===== src/rtl/idpsc_pkg.sv =====
// Shared types and constants for the I/Q packet deframer with sequence check.
package idpsc_pkg;

    localparam int unsigned HDR_LEN    = 6;
    localparam int unsigned FIFO_DEPTH = 4;
    localparam int unsigned FIFO_AW    = $clog2(FIFO_DEPTH);
    localparam int unsigned FIFO_CW    = $clog2(FIFO_DEPTH + 1);

    localparam logic [7:0] MAGIC_0 = 8'h44;  // 'D'
    localparam logic [7:0] MAGIC_1 = 8'h54;  // 'T'

    localparam logic [1:0] PAIR_LAST_PHASE = 2'd3;

    localparam logic [2:0] ST_IN_ORDER = 3'd0;
    localparam logic [2:0] ST_GAP      = 3'd1;
    localparam logic [2:0] ST_STALE    = 3'd2;
    localparam logic [2:0] ST_NOT_DATA = 3'd3;
    localparam logic [2:0] ST_RX_MODE  = 3'd4;

    localparam logic KIND_SAMPLE = 1'b0;
    localparam logic KIND_STATUS = 1'b1;

    typedef struct packed {
        logic               item_kind;
        logic signed [15:0] in_phase;
        logic signed [15:0] quadrature;
        logic [15:0]        pair_index;
        logic [2:0]         packet_status;
        logic               run_end;
    } t_result;

    typedef struct packed {
        logic [1:0] count;
        t_result    first;
        t_result    second;
    } t_push;

endpackage


===== src/rtl/idpsc_core.sv =====
// Header parse, sequence check and sample assembly, one byte per request.
module idpsc_core (
    input  logic                 i_clk,
    input  logic                 i_rst_n,
    input  logic                 i_accept,
    input  logic [7:0]           i_data_byte,
    input  logic                 i_first_byte,
    input  logic                 i_last_byte,
    input  logic                 i_cfg_wr_en,
    input  logic                 i_cfg_wr_data,
    output idpsc_pkg::t_push     o_push
);

    logic        r_transmit_enable;
    logic [2:0]  r_header_position, n_header_position;
    logic [31:0] r_header_hold,     n_header_hold;
    logic [15:0] r_expected_seq,    n_expected_seq;
    logic        r_expected_valid,  n_expected_valid;
    logic [15:0] r_declared_pairs,  n_declared_pairs;
    logic [15:0] r_pairs_done,      n_pairs_done;
    logic [23:0] r_pair_bytes,      n_pair_bytes;
    logic [1:0]  r_pair_phase,      n_pair_phase;
    logic [2:0]  r_verdict,         n_verdict;

    always_comb begin
        logic [2:0]  c_hp;
        logic [31:0] c_hold;
        logic [15:0] c_dp;
        logic [15:0] c_pd;
        logic [23:0] c_pb;
        logic [1:0]  c_ph;
        logic [2:0]  c_pv;
        logic [1:0]  hold_sel;
        logic [15:0] seq;
        logic [16:0] seq_plus;
        logic        sample_out;
        idpsc_pkg::t_result sample_res;
        idpsc_pkg::t_result status_res;

        c_hp   = i_first_byte ? 3'd0  : r_header_position;
        c_hold = i_first_byte ? 32'd0 : r_header_hold;
        c_dp   = i_first_byte ? 16'd0 : r_declared_pairs;
        c_pd   = i_first_byte ? 16'd0 : r_pairs_done;
        c_pb   = i_first_byte ? 24'd0 : r_pair_bytes;
        c_ph   = i_first_byte ? 2'd0  : r_pair_phase;
        c_pv   = i_first_byte ? idpsc_pkg::ST_IN_ORDER : r_verdict;

        n_header_position = c_hp;
        n_header_hold     = c_hold;
        n_declared_pairs  = c_dp;
        n_pairs_done      = c_pd;
        n_pair_bytes      = c_pb;
        n_pair_phase      = c_ph;
        n_verdict         = c_pv;
        n_expected_seq    = r_expected_seq;
        n_expected_valid  = r_expected_valid;
        sample_out        = 1'b0;
        hold_sel          = c_hp[1:0] - 2'd2;
        seq               = 16'd0;
        seq_plus          = 17'd0;

        sample_res               = '0;
        sample_res.item_kind     = idpsc_pkg::KIND_SAMPLE;
        sample_res.in_phase      = c_pb[23:8];
        sample_res.quadrature    = {c_pb[7:0], i_data_byte};
        sample_res.pair_index    = c_pd;
        sample_res.packet_status = idpsc_pkg::ST_IN_ORDER;

        if (c_hp < 3'(idpsc_pkg::HDR_LEN)) begin
            if (c_hp == 3'd0) begin
                if (i_data_byte != idpsc_pkg::MAGIC_0) begin
                    n_verdict = idpsc_pkg::ST_NOT_DATA;
                end
            end else if (c_hp == 3'd1) begin
                if (i_data_byte != idpsc_pkg::MAGIC_1) begin
                    n_verdict = idpsc_pkg::ST_NOT_DATA;
                end
            end else begin
                n_header_hold[{hold_sel, 3'b000} +: 8] = i_data_byte;
            end
            n_header_position = c_hp + 3'd1;
            if (n_header_position == 3'(idpsc_pkg::HDR_LEN) &&
                n_verdict != idpsc_pkg::ST_NOT_DATA) begin
                seq              = n_header_hold[15:0];
                seq_plus         = {1'b0, seq} + 17'd2;
                n_declared_pairs = n_header_hold[31:16];
                if (r_expected_valid && seq != r_expected_seq &&
                    seq < r_expected_seq && seq[0] == r_expected_seq[0]) begin
                    n_verdict = idpsc_pkg::ST_STALE;
                end else begin
                    if (r_expected_valid && seq != r_expected_seq) begin
                        n_verdict = idpsc_pkg::ST_GAP;
                    end
                    // past the top the count wraps with a parity flip
                    n_expected_seq   = seq_plus[16] ? {15'd0, ~seq[0]} : seq_plus[15:0];
                    n_expected_valid = 1'b1;
                    if (!r_transmit_enable) begin
                        n_verdict = idpsc_pkg::ST_RX_MODE;
                    end
                end
            end
        end else if ((c_pv == idpsc_pkg::ST_IN_ORDER || c_pv == idpsc_pkg::ST_GAP) &&
                     c_pd < c_dp) begin
            if (c_ph == idpsc_pkg::PAIR_LAST_PHASE) begin
                sample_out   = 1'b1;
                n_pairs_done = c_pd + 16'd1;
                n_pair_phase = 2'd0;
                n_pair_bytes = 24'd0;
            end else begin
                n_pair_bytes = {c_pb[15:0], i_data_byte};
                n_pair_phase = c_ph + 2'd1;
            end
        end

        status_res               = '0;
        status_res.item_kind     = idpsc_pkg::KIND_STATUS;
        status_res.pair_index    = n_pairs_done;
        status_res.packet_status = (n_header_position < 3'(idpsc_pkg::HDR_LEN)) ?
                                   idpsc_pkg::ST_NOT_DATA : n_verdict;
        status_res.run_end       = 1'b1;

        o_push = '0;
        if (sample_out && i_last_byte) begin
            o_push.count  = 2'd2;
            o_push.first  = sample_res;
            o_push.second = status_res;
        end else if (sample_out) begin
            o_push.count         = 2'd1;
            o_push.first         = sample_res;
            o_push.first.run_end = 1'b1;
        end else if (i_last_byte) begin
            o_push.count = 2'd1;
            o_push.first = status_res;
        end
        if (!i_accept) begin
            o_push.count = 2'd0;
        end

        if (i_last_byte) begin
            n_header_position = 3'd0;
            n_header_hold     = 32'd0;
            n_declared_pairs  = 16'd0;
            n_pairs_done      = 16'd0;
            n_pair_bytes      = 24'd0;
            n_pair_phase      = 2'd0;
            n_verdict         = idpsc_pkg::ST_IN_ORDER;
        end
    end

    always_ff @(posedge i_clk) begin
        if (!i_rst_n) begin
            r_transmit_enable <= 1'b0;
            r_header_position <= 3'd0;
            r_header_hold     <= 32'd0;
            r_expected_seq    <= 16'd0;
            r_expected_valid  <= 1'b0;
            r_declared_pairs  <= 16'd0;
            r_pairs_done      <= 16'd0;
            r_pair_bytes      <= 24'd0;
            r_pair_phase      <= 2'd0;
            r_verdict         <= idpsc_pkg::ST_IN_ORDER;
        end else begin
            if (i_cfg_wr_en) begin
                r_transmit_enable <= i_cfg_wr_data;
            end
            if (i_accept) begin
                r_header_position <= n_header_position;
                r_header_hold     <= n_header_hold;
                r_expected_seq    <= n_expected_seq;
                r_expected_valid  <= n_expected_valid;
                r_declared_pairs  <= n_declared_pairs;
                r_pairs_done      <= n_pairs_done;
                r_pair_bytes      <= n_pair_bytes;
                r_pair_phase      <= n_pair_phase;
                r_verdict         <= n_verdict;
            end
        end
    end

    a_last_clears: assert property (@(posedge i_clk) disable iff (!i_rst_n)
        i_accept && i_last_byte |=> r_header_position == 3'd0 && r_pairs_done == 16'd0)
        else $error("packet state not cleared after last byte");

    a_pairs_bounded: assert property (@(posedge i_clk) disable iff (!i_rst_n)
        r_header_position == 3'(idpsc_pkg::HDR_LEN) |-> r_pairs_done <= r_declared_pairs)
        else $error("more pairs emitted than declared");

    a_no_samples_dropped: assert property (@(posedge i_clk) disable iff (!i_rst_n)
        o_push.count != 2'd0 && o_push.first.item_kind == idpsc_pkg::KIND_SAMPLE |->
        r_verdict == idpsc_pkg::ST_IN_ORDER || r_verdict == idpsc_pkg::ST_GAP ||
        i_first_byte)
        else $error("sample emitted for a packet that is not forwarded");

endmodule


===== src/rtl/idpsc_out_fifo.sv =====
// Result queue: takes up to two results per cycle, hands out one per cycle when popped.
module idpsc_out_fifo (
    input  logic                 i_clk,
    input  logic                 i_rst_n,
    input  idpsc_pkg::t_push     i_push,
    input  logic                 i_pop,
    output logic                 o_full2,
    output logic                 o_valid,
    output idpsc_pkg::t_result   o_head
);

    localparam int unsigned AW = idpsc_pkg::FIFO_AW;
    localparam int unsigned CW = idpsc_pkg::FIFO_CW;

    idpsc_pkg::t_result r_mem [idpsc_pkg::FIFO_DEPTH];
    logic [AW-1:0]      r_wr_ptr, r_rd_ptr;
    logic [CW-1:0]      r_count;
    logic [AW-1:0]      wr_ptr_2;

    assign wr_ptr_2 = r_wr_ptr + AW'(1);
    assign o_valid  = r_count != '0;
    assign o_head   = r_mem[r_rd_ptr];
    assign o_full2  = r_count > CW'(idpsc_pkg::FIFO_DEPTH - 2);

    always_ff @(posedge i_clk) begin
        if (i_push.count != 2'd0) begin
            r_mem[r_wr_ptr] <= i_push.first;
        end
        if (i_push.count == 2'd2) begin
            r_mem[wr_ptr_2] <= i_push.second;
        end
    end

    always_ff @(posedge i_clk) begin
        if (!i_rst_n) begin
            r_wr_ptr <= '0;
            r_rd_ptr <= '0;
            r_count  <= '0;
        end else begin
            r_wr_ptr <= r_wr_ptr + AW'(i_push.count);
            r_rd_ptr <= r_rd_ptr + AW'(i_pop);
            r_count  <= r_count + CW'(i_push.count) - CW'(i_pop);
        end
    end

    a_push_room: assert property (@(posedge i_clk) disable iff (!i_rst_n)
        i_push.count != 2'd0 |-> r_count <= CW'(idpsc_pkg::FIFO_DEPTH - 2))
        else $error("result queue overflow");

    a_pop_nonempty: assert property (@(posedge i_clk) disable iff (!i_rst_n)
        i_pop |-> r_count != '0)
        else $error("pop from empty result queue");

endmodule


===== src/rtl/iq_packet_deframer_seq_check.sv =====
// Top level of the I/Q packet deframer with sequence check.
//
//  channel  direction  handshake               payload
//  in       sink       i_in_valid/o_in_stall   i_data_byte, i_first_byte, i_last_byte
//  out      source     o_out_valid/i_out_stall o_item_kind, o_in_phase, o_quadrature,
//                                              o_pair_index, o_packet_status, o_run_end
//  cfg      sink       i_cfg_wr_en             i_cfg_wr_data (transmit enable)
//
// One byte accepted per cycle unless stalled; its results are in the queue the next cycle.
// A last byte that completes a pair gives two results, drained one per unstalled cycle
// through a four-entry queue; o_in_stall is high while fewer than two slots are free.
// Reset is synchronous, active low, and clears all packet and sequence state.
// An output stall holds the head result; input flows until fewer than two slots are free.
module iq_packet_deframer_seq_check (
    input  logic               i_clk,
    input  logic               i_rst_n,
    input  logic               i_in_valid,
    output logic               o_in_stall,
    input  logic [7:0]         i_data_byte,
    input  logic               i_first_byte,
    input  logic               i_last_byte,
    output logic               o_out_valid,
    input  logic               i_out_stall,
    output logic               o_item_kind,
    output logic signed [15:0] o_in_phase,
    output logic signed [15:0] o_quadrature,
    output logic [15:0]        o_pair_index,
    output logic [2:0]         o_packet_status,
    output logic               o_run_end,
    input  logic               i_cfg_wr_en,
    input  logic               i_cfg_wr_data
);

    logic               accept;
    logic               pop;
    idpsc_pkg::t_push   push;
    idpsc_pkg::t_result head;

    assign accept = i_in_valid && !o_in_stall;
    assign pop    = o_out_valid && !i_out_stall;

    idpsc_core u_core (
        .i_clk         (i_clk),
        .i_rst_n       (i_rst_n),
        .i_accept      (accept),
        .i_data_byte   (i_data_byte),
        .i_first_byte  (i_first_byte),
        .i_last_byte   (i_last_byte),
        .i_cfg_wr_en   (i_cfg_wr_en),
        .i_cfg_wr_data (i_cfg_wr_data),
        .o_push        (push)
    );

    idpsc_out_fifo u_out_fifo (
        .i_clk   (i_clk),
        .i_rst_n (i_rst_n),
        .i_push  (push),
        .i_pop   (pop),
        .o_full2 (o_in_stall),
        .o_valid (o_out_valid),
        .o_head  (head)
    );

    assign o_item_kind     = head.item_kind;
    assign o_in_phase      = head.in_phase;
    assign o_quadrature    = head.quadrature;
    assign o_pair_index    = head.pair_index;
    assign o_packet_status = head.packet_status;
    assign o_run_end       = head.run_end;

endmodule


===== config.mk =====
export PLATFORM = sky130hd
export DESIGN_NAME = iq_packet_deframer_seq_check
export DESIGN_NICKNAME = d
export VERILOG_FILES = /design/src/rtl/idpsc_pkg.sv /design/src/rtl/idpsc_core.sv /design/src/rtl/idpsc_out_fifo.sv /design/src/rtl/iq_packet_deframer_seq_check.sv
export SDC_FILE = /design/constraint.sdc
export NUM_CORES = 1
export LEC_CHECK = 0
export BUFFER_PORTS_ARGS = -buffer_cell sky130_fd_sc_hd__buf_4
export CAP_MARGIN = 20
export CORE_UTILIZATION = 27
export CTS_BUF_LIST = sky130_fd_sc_hd__clkbuf_8 sky130_fd_sc_hd__clkbuf_16
export DETAILED_ROUTE_END_ITERATION = 10
export PLACE_DENSITY = 0.46
export SLEW_MARGIN = 20
export SYNTH_ARGS = -nofsm -noshare
export SYNTH_HDL_FRONTEND = slang
export SYNTH_SLANG_ARGS = --single-unit

===== constraint.sdc =====
create_clock -name i_clk -period 8 [get_ports i_clk]
set_input_delay 1.6 -clock i_clk [delete_from_list [all_inputs] [get_ports i_clk]]
set_output_delay 1.6 -clock i_clk [all_outputs]
set_load 0.02 [all_outputs]

Yosys cells after proc, flatten, opt, wreduce, memory -nomap -nowiden:

Memory sizes are Yosys's and may differ from the RTL's. A register that Yosys moved wholly into a read port is not among the register bits.
Index checks and enable logic that the tools add are counted.

* memories kept: 1
* memory bits (writable): 212
* register bits after elaboration: 121
* logic and storage cells: 116
* latch bits: 0
* ROM bits: 0
* bits of input ports: 16

Memories
* u_out_fifo.r_mem: depth 4, width 53, rd ports 1, clocked after Yosys merged registers in 1, write ports 2, RTL line idpsc_out_fifo.sv:15 `idpsc_pkg::t_result r_mem [idpsc_pkg::FIFO_DEPTH];`

* add/sub/neg operators: 11
* mux-type cells: 56
* eq/ne operators: 10
* $mul: 0
* shifts and indexed selects: 2
* $lt $le $gt $ge: 5
* div/mod/pow operators: 0
* reduce and logical (&&, ||, !) cells: 16
* bitwise operators: 2

Operators with widths (count)
* 32-bit 2-to-1 mux: 6
* 16-bit 2-to-1 mux: 10
* 24-bit 2-to-1 mux: 5
* 55-bit 2-to-1 mux: 2
* 54-bit 2-to-1 mux: 1
* 53-bit 2-to-1 mux: 1
* 3-bit 2-to-1 mux: 16
* 32-bit bitwise mux: 1
* 16-bit < comparator: 2
* 8-bit by 7-bit variable shift with 32-bit output, first input constant: 1
* 8-bit by 7-bit variable part select with 32-bit output: 1
* 16-bit by 2-bit adder with 17-bit output, second input constant: 1
* 16-bit by 1-bit adder with 16-bit output, second input constant: 1
* 16-bit != test: 1
* 8-bit by 7-bit != test with 1-bit output, second input constant: 2
* 2-bit 2-to-1 mux: 7
* 1-bit logical AND: 8
* 1-bit 2-to-1 mux: 7
* 5-bit negator with 7-bit output: 1
* 3-bit by 1-bit equality test with 1-bit output, second input constant: 2
* 3-bit zero test: 2
* 3-bit < comparator, second input constant: 2
* 2-bit by 1-bit adder with 2-bit output, second input constant: 2
* 2-bit equality test, second input constant: 2
* other kinds (16): 18

Longest topological paths before layout:

Gate-level depths: netlist of run 1.

* depth after elaboration: 23
* mapped depth: 22
* depth with buffers taken out: 17

Modules after synthesis:

From an unflattened synthesis of run 1, not the netlist that was laid out.

* cell total of the unflattened synthesis: 1550
* area total of the unflattened synthesis: 18415.2 um2

By module, submodules not included
* idpsc_out_fifo: times used 1, cells each 555, area an instance 10692.8 um2, seq. area each 6506.2 um2
* idpsc_core: times used 1, cells each 993, area an instance 7694.9 um2, seq. area each 2282.2 um2
* iq_packet_deframer_seq_check: times used 1, cells each 2, area an instance 27.5 um2, seq. area each 0.0 um2

Least setup slack after synthesis of run 1:

OpenSTA, ideal clock, no wires.

* path type: input to register
* start: input port i_first_byte
* end: memory u_out_fifo.r_mem[1][0] in the netlist's numbering (enable)
* arrival time: 6327 ps
* stages: 21
* buffers on the path: 8
* slack: 1297 ps
* cells stage by stage: inv_2 > clkbuf_1 > clkbuf_1 > clkbuf_1 > buf_1 > nand2_1 > ha_1 > a211o_1 > o211ai_1 > o2111a_1 > nand2_2 > inv_1 > buf_2 > buf_2 > ha_1 > clkbuf_1 > nand4_1 > nor3_1 > nor2_1 > clkbuf_1 > inv_1

RTL lines
* start, declared: RTL line iq_packet_deframer_seq_check.sv:20 `input logic i_first_byte,`
* end, declared: RTL line idpsc_out_fifo.sv:15

==> reports/qor.yml, run 1 <==
io_pins: 71
num_vias: 12278
vias_per_cell: 5.28
drc: 0
hpwl_um: 31300
synthArstFlopShare_pct: 0
dp.cells: 2254
row_count: 86
grt.total_usage_pct: 16.8
netlist_instances: 1517
first_pass_iters: 6
cts.repair.resized: 0
synth-main-ff-cell: "dfxtp_1"
worst_path_max_delay_cell: "ha_1"
cts_root_buffer: "clkbuf_16"
avgRoutedWirePerCell_um: 20.8
synth_edf_count: 84
startpoint_type: "primary input"
worstPathCellList: "buf_4, inv_2, buf_4, nand2_1, ha_1, a211o_1, o211ai_1, o2111a_1, nand2_2, inv_1, ha_1, inv_1, a21oi_1, nand3_1, nor3_2, buf_4, a22o_1"
drv_slew: 0
syn_avg_cell_area_um2: 10.0
required_ns: 8.50
finalClockSkew_ns: 0.0276
cp.arrival_ns: 6.76
synthSimpleGateAreaFrac_pct: 13.8
clk_pin_slew_worst_paths_ns: 0.05
cts_setup_buffers: 0
fin_util_pct: 32.2
drtAntennaViolNets: 0
cap_violations: 0
ys_seq_area_share_pct: 48.2
hold_violations: 0
crit_buf_inv: 6
synth_top_family_by_area: "compound AO/OA/AOI/OAI gates"
coreArea_um2: 55400
sw_frac_of_total_pct: 27.1
synth-compound-area-share_pct: 20.2
yosysUniqueCellTypes: 69
crit_family: "buffers and inverters"
hold_path_class: "flip-flop to flip-flop"
htree_levels: 2
grt_first_pass_wirelength_um: 73600
fin_crit_ns: 6.26
clkPwrFrac_pct: 43.8
max_slew_margin_pct: 26.3
synth-xor-area-share_pct: 1.38
antenna_found_initial: 1
setup_viol: 0
worst_setup_path_end_kind: "flip-flop"
period_share_pct: 78.3
die_h_um: 240
max_stage_delay_ns: 0.55
grt_pass1_vias: 11865
synth_seq_cells: 325
yosys.area_share.adder_pct: 3.50
status: "finished clean"
p_int_uw: 3020
muxShareOfSynthArea_pct: 8.89
max-vdd-ir-drop_mv: 0.121
die_area_um2: 57400
max_freq_mhz: 160
grt_max_degree: 87
finalNonFillerCells: 2327
synth_nets: 1575
crit_top_cell: "buf_4"
drt-initial-drc-count: 918
die_width_um: 240
wirelength_um: 48400
gp_congestion: 0.823
post-place-ws_ns: 1.20
worst_slew_pin_slew_ns: 1.10
numCtsBuffers: 40
setup_ws_ns: 1.74
p_per_area_nw_per_um2: 232
cts.path.max_buffers: 3
p_seq_share_pct: 42.7
ys_warn_count: 0
clock-sinks: 325
p_sw_uw: 1120
fin_tns_setup_ns: 0
finalPower_uw: 4140
pwr-share-comb_pct: 13.5
critPathMaxFanout: 24
syn_to_final_growth_pct: 17.2
nets: 1606
critPathKind: "primary input to flip-flop"
clk_latency_ns: 0.57
globalRouteOverflowTotal: 0
synthesis.area_um2: 15200
cts_tree: "built"
rsz0062_at_grt: "no"
p_leak_uw: 0.00626
drive_gt1_share_pct: 15.5
start_util_pct: 27.5
port_buffers: 70
cts_hold_buffers: 0
worst reg2reg max path, stage by stage, from the launching register on:
cell	delay, ns
dfxtp_1	0.46
nor2b_1	0.75
ha_1	0.40
a21oi_1	0.13
o21ai_0	0.20
a22oi_1	0.33
nand2_2	0.21
inv_1	0.54
ha_1	0.55
inv_1	0.22
a21oi_1	0.31
nand3_1	0.53
nor3_2	0.28
buf_4	0.38
a22o_1	0.20
kinds of logic after synthesis:
group                    Yosys count
AO/OA/AOI/OAI                    444
XOR/XNOR                          24
adder cells (fa/ha/maj)           42
buffers and inverters            157
flip-flops                       325
multiplexers                      69
AND/OR/NAND/NOR                  456
synth_stat cells, drive strengths merged, types with 4 or more instances:
cell type | instances | area (µm²)
ha | 41 | 513
a22oi | 63 | 473
nor2 | 150 | 563
a21oi | 75 | 379
xnor2 | 15 | 131
dfxtp | 241 | 4820
a211o | 4 | 35.0
mux4 | 53 | 1190
nand2 | 156 | 588
nand2b | 6 | 37.5
nor4 | 6 | 43.8
nor2b | 13 | 81.3
nand3 | 37 | 185
or3 | 15 | 93.8
o21ai | 86 | 430
o22ai | 22 | 138
a21bo | 4 | 40.0
clkbuf | 85 | 319
o32ai | 7 | 61.3
and2 | 5 | 31.3
nor3b | 7 | 68.8
edfxtp | 84 | 2520
buf | 28 | 131
a22o | 110 | 963
nand4 | 14 | 87.6
a31oi | 31 | 194
nor3 | 23 | 125
a21o | 6 | 45.0
mux2i | 15 | 150
inv | 43 | 161
xor2 | 9 | 78.8
o211ai | 9 | 81.3
a211oi | 8 | 72.6
and3 | 8 | 50.1
area by class of cell:
class | count | area (µm²)
timing repair buffer | 102 | 766
inverter | 44 | 165
sequential | 325 | 7350
antenna | 1 | 2.50
clock inverter | 28 | 264
fill | 5603 | 37600
multi-input combinational | 1035 | 7310
tap | 748 | 936
clock buffer | 44 | 1060
path summary, 6_finish.rpt:
path | from | end | slack, ns | cells past startpoint
max | i_first_byte | u_out_fifo.r_mem[3][36] | 1.74 | 17
min | u_out_fifo.r_mem[2][25] | u_out_fifo.r_mem[2][25] | 0.45 | 2
max reg2reg | u_core.r_pairs_done[7] | u_out_fifo.r_mem[3][36] | 2.46 | 14
min reg2reg | u_out_fifo.r_mem[2][25] | u_out_fifo.r_mem[2][25] | 0.45 | 2
power groups by stage:
stage / Sequential, µW / Clock [µW] / Combinational [µW]
finish: 1770 / 1810 / 558
global route: 1770 / 1930 / 602
CTS: 1770 / 1860 / 570
detailed placement: 1800 / 0 / 569
global placement: 1800 / 0 / 566
floorplan: 1760 / 0 / 400
through the flow:
stage | hold slack [ns] | area [µm²]
4_1_cts | 0.451 | 17900
2_1_floorplan | 0.420 | 15200
3_5_place_dp | 0.438 | 16500
5_1_grt | 0.480 | 17900
3_3_place_gp | 0.429 | 16500
6_report | 0.447 | 17900
sequential cells by signal (all words and copies together) (netlist names), 3 cells and up:
| register | flops |
|---|---|
| u_out_fifo.r_mem | 212 |
| u_core.r_verdict | 3 |
| u_core.r_header_hold | 24 |
| u_out_fifo.r_count | 3 |
| u_core.r_declared_pairs | 16 |
| u_core.r_pair_bytes | 24 |
| u_core.r_header_position | 3 |
| u_core.r_expected_seq | 16 |
| u_core.r_pairs_done | 16 |
metal layers:
metal,part of all wire (%),global-route usage (%),wire (µm)
met1,46,23.3,22300
met2,46,26.8,22300
met3,5.6,2.69,2730
met4,2.1,4.82,1020
met5,0.019,0,9
cells in the final DEF (no fill, tap or decap), types with 17 or more instances in the layout:
cell	synthesis	final
a21oi_1	74	74
clkbuf_16	0	40
a31oi_1	31	31
ha_1	41	41
edfxtp_1	84	84
dfxtp_1	241	239
buf_4	2	102
nand3_1	37	37
mux4_2	53	53
o21ai_0	85	85
nand2_1	155	155
o22ai_1	22	22
nor3_1	21	17
nor2_1	150	146
inv_1	42	51
a22o_1	110	110
a22oi_1	63	63
Power figures use the tool's default switching activity.
==> inputs of run 2 (changes only) <==
--- a/config.mk
+++ b/config.mk
@@ -5,6 +5,7 @@
 export SDC_FILE = /design/constraint.sdc
 export NUM_CORES = 1
 export LEC_CHECK = 0
+export ABC_AREA = 1
 export BUFFER_PORTS_ARGS = -buffer_cell sky130_fd_sc_hd__buf_4
 export CAP_MARGIN = 20
 export CORE_UTILIZATION = 27
==> constraint.sdc (replaced) <==
create_clock -name i_clk -period 6.48 [get_ports i_clk]
set_input_delay 1.296 -clock i_clk [delete_from_list [all_inputs] [get_ports i_clk]]
set_output_delay 1.296 -clock i_clk [all_outputs]
set_load 0.02 [all_outputs]
==> reports/qor.yml, run 2 <==
synth.area.top_cells: "dfxtp_1 (29%), edfxtp_1 (15%), nand2_1 (11%)"
hpwl_um: 37700  # +20%
clock-sinks: 333  # +2.5%
cts.repair.resized: 0  # unchanged
grt.total_usage_pct: 17.5  # +0.69 points
coreArea_um2: 63000  # +14%
regMostFlops: "u_out_fifo.r_mem"
status: "finished clean"
ys_warn_count: 0  # unchanged
crit_top_cell: "buf_4"
gp_congestion: 0.888  # +8.0%
rsz0062_at_grt: "no"
nFillCells: 6697  # +20%
ys_seq_area_share_pct: 43.7  # -4.5 points
cp.arrival_ns: 5.57  # -1.19 ns
syn_avg_cell_area_um2: 7.41  # -26%
synthesis.area_um2: 17200  # +13%
die_area_um2: 64600  # +13%
die_width_um: 254  # +6.1%
mostFrequentLayoutCell: "nand2_1"
yosysTopAreaCell: "dfxtp_1"
synth_nets: 2375  # +51%
io_pins: 71  # unchanged
reg2regPathDepth: 20  # +6
hold_violations: 0  # unchanged
avgRoutedWirePerCell_um: 17.9  # -14%
critPathMaxFanout: 24  # unchanged
worst_setup_path_end_kind: "flip-flop"
drive_gt1_share_pct: 11.4  # -4.1 points
finalClockSkew_ns: 0.0267  # -0.000872 ns
cts.path.max_buffers: 3  # unchanged
drtAntennaViolNets: 0  # unchanged
die_h_um: 254  # +6.1%
crit_buf_inv: 8  # +2
synth_seq_cells: 333  # +2.5%
drv_slew: 0  # unchanged
reg_top3: "u_out_fifo.r_mem (212), u_core.r_header_hold (32), u_core.r_pair_bytes (24)"
clk_latency_ns: 0.59  # +0.02 ns
vias_per_cell: 4.98  # -5.6%
r2r_slack_ns: 1.92  # -0.54 ns
grt_max_degree: 67  # -23%
r2r-end: "u_out_fifo.r_mem[3][19]"
synth_most_common_cell: "nand2_1"
cp-startpoint: "i_first_byte"
globalRouteOverflowTotal: 0  # unchanged
antenna_found_initial: 0  # -1
grt_first_pass_wirelength_um: 87900  # +20%
worst_slew_pin_slew_ns: 1.04  # -0.0565 ns
fin_crit_ns: 5.33
largest_register_ffs: 212  # unchanged
crit_family: "buffers and inverters"
required_ns: 6.71  # -1.79 ns
start_util_pct: 27.3  # -0.25 points
fin_tns_setup_ns: 0  # unchanged
fin_util_pct: 31.4  # -0.86 points
grt_pass1_vias: 14826  # +25%
yosysUniqueCellTypes: 54  # -22%
period_share_pct: 82.3
drt-initial-drc-count: 1149  # +25%
cap_violations: 0  # unchanged
drc: 0  # unchanged
max-vdd-ir-drop_mv: 0.151  # +25%
diodes: 0  # -1
numCtsBuffers: 41  # +2.5%
max_stage_delay_ns: 0.70  # +0.15 ns
cts_hold_buffers: 0  # unchanged
critPathKind: "primary input to flip-flop"
cp.depth: 19  # +2
port_buffers: 70  # unchanged
setup_viol: 0  # unchanged
nets: 2372  # +48%
startpoint_type: "primary input"
holdWs_ns: 0.462  # +0.0142 ns
wirelength_um: 57200  # +18%
p_leak_uw: 0.00718  # +15%
clk_pin_slew_worst_paths_ns: 0.06  # about the same
first_pass_iters: 5  # -1
p_per_area_nw_per_um2: 296  # +28%
cts_setup_buffers: 0  # unchanged
cts_root_buffer: "clkbuf_16"
hold_path_class: "flip-flop to flip-flop"
max_slew_margin_pct: 30.2  # +3.9 points
r2r_start: "u_core.r_pairs_done[1]"
row_count: 92  # +7.0%
netlist_instances: 2317  # +53%
synth_edf_count: 84  # unchanged
synth-main-ff-cell: "dfxtp_1"
htree_levels: 2  # unchanged
layout_common_cells: "nand2_1 (504), o21ai_0 (310), nand3_1 (264)"
crit_end: "u_out_fifo.r_mem[3][19]"
worst_path_max_delay_cell: "nor2_2"
synthArstFlopShare_pct: 0  # unchanged
syn_to_final_growth_pct: 15.1
synth_top_area_share_pct: 29.0  # -2.6 points
worstPathCellList: "buf_4, inv_4, nand2_1, inv_1, ha_1, a21oi_1, o21ai_0, a21oi_2, buf_4, nand3_2, buf_4, ha_1, nor2_1, nor2_1, inv_2, nor2_2, inv_2, nand2_1, buf_4"
synthTopCellsByCount: "nand2_1 (505), o21ai_0 (310), nand3_1 (264)"
num_vias: 15896  # +29%
cts_tree: "built"
max_freq_mhz: 187
==> run 2: logic make-up after synthesis <==
logic type,synth area share [%]
and+or+nand+nor,27.3
AOI/OAI and AO/OA,18.1
DFF,43.7
buffers and inverters,7.08
adders and majority gates,3.11
xor gates and xnor gates,0.612
==> run 2: cell type report <==
cell class,instances,area (µm²),area share (%)
multi-input combinational,1691,8460,42.8
clock buffer,54,1200,6.10
tap,846,1060,5.36
sequential,333,7510,38.0
clock inverter,21,151,0.767
inverter,134,507,2.57
timing repair buffer,113,861,4.36
==> run 2: per-layer routing <==
metal  vias to the layer above  wire length, µm  track usage, %
met4                         0             1300            5.04
met2                       433            25700            28.0
met5                         -                0               0
met3                        79             3150            2.66
met1                      7495            27000            24.2
li1                       7889                -               -
==> run 2: worst register-to-register path, stage by stage, from the launching register on <==
cell and delay (ns):
dfxtp_1 0.38, inv_1 0.05, nor2_1 0.29, ha_1 0.30, nand2_1 0.07, nand2_1 0.04
nand2_1 0.05, nand2_1 0.05, nand2_1 0.05, nand2_1 0.08, nand2_2 0.14, nand3_2 0.09
buf_4 0.21, ha_1 0.40, nor2_1 0.15, nor2_1 0.17, inv_2 0.08, nor2_2 0.70
inv_2 0.43, nand2_1 0.15, buf_4 0.34
==> run 2: where the power goes <==
group	switching [µW]	internal (µW)
sequential	63.5	2160
clock	968	1320
combinational	906	423
==> run 2: metrics by stage <==
step	setup slack, ns	cells	instance area (µm²)	power [µW]
floorplan	0.808	2317	17200	3040
global placement	0.625	3117	18400	3610
detailed placement	0.587	3117	18400	3620
CTS	1.19	3192	19800	5920
global route	0.851	3192	19800	6120
finish	1.15	3192	19800	5840
==> run 2: how the worst min path moves through the flow <==
stage	start	to	slack, ns	depth (start not counted)
after detailed placement	u_core.r_declared_pairs[8]	u_core.r_declared_pairs[8]	0.46	2
final	u_core.r_expected_seq[6]	u_core.r_expected_seq[6]	0.46	2
after floorplan	u_core.r_expected_valid	u_core.r_expected_valid	0.44	2
after global placement	u_core.r_expected_seq[6]	u_core.r_expected_seq[6]	0.45	2
after global routing	u_core.r_declared_pairs[2]	u_core.r_declared_pairs[2]	0.48	2
after CTS	u_core.r_declared_pairs[8]	u_core.r_declared_pairs[8]	0.46	2
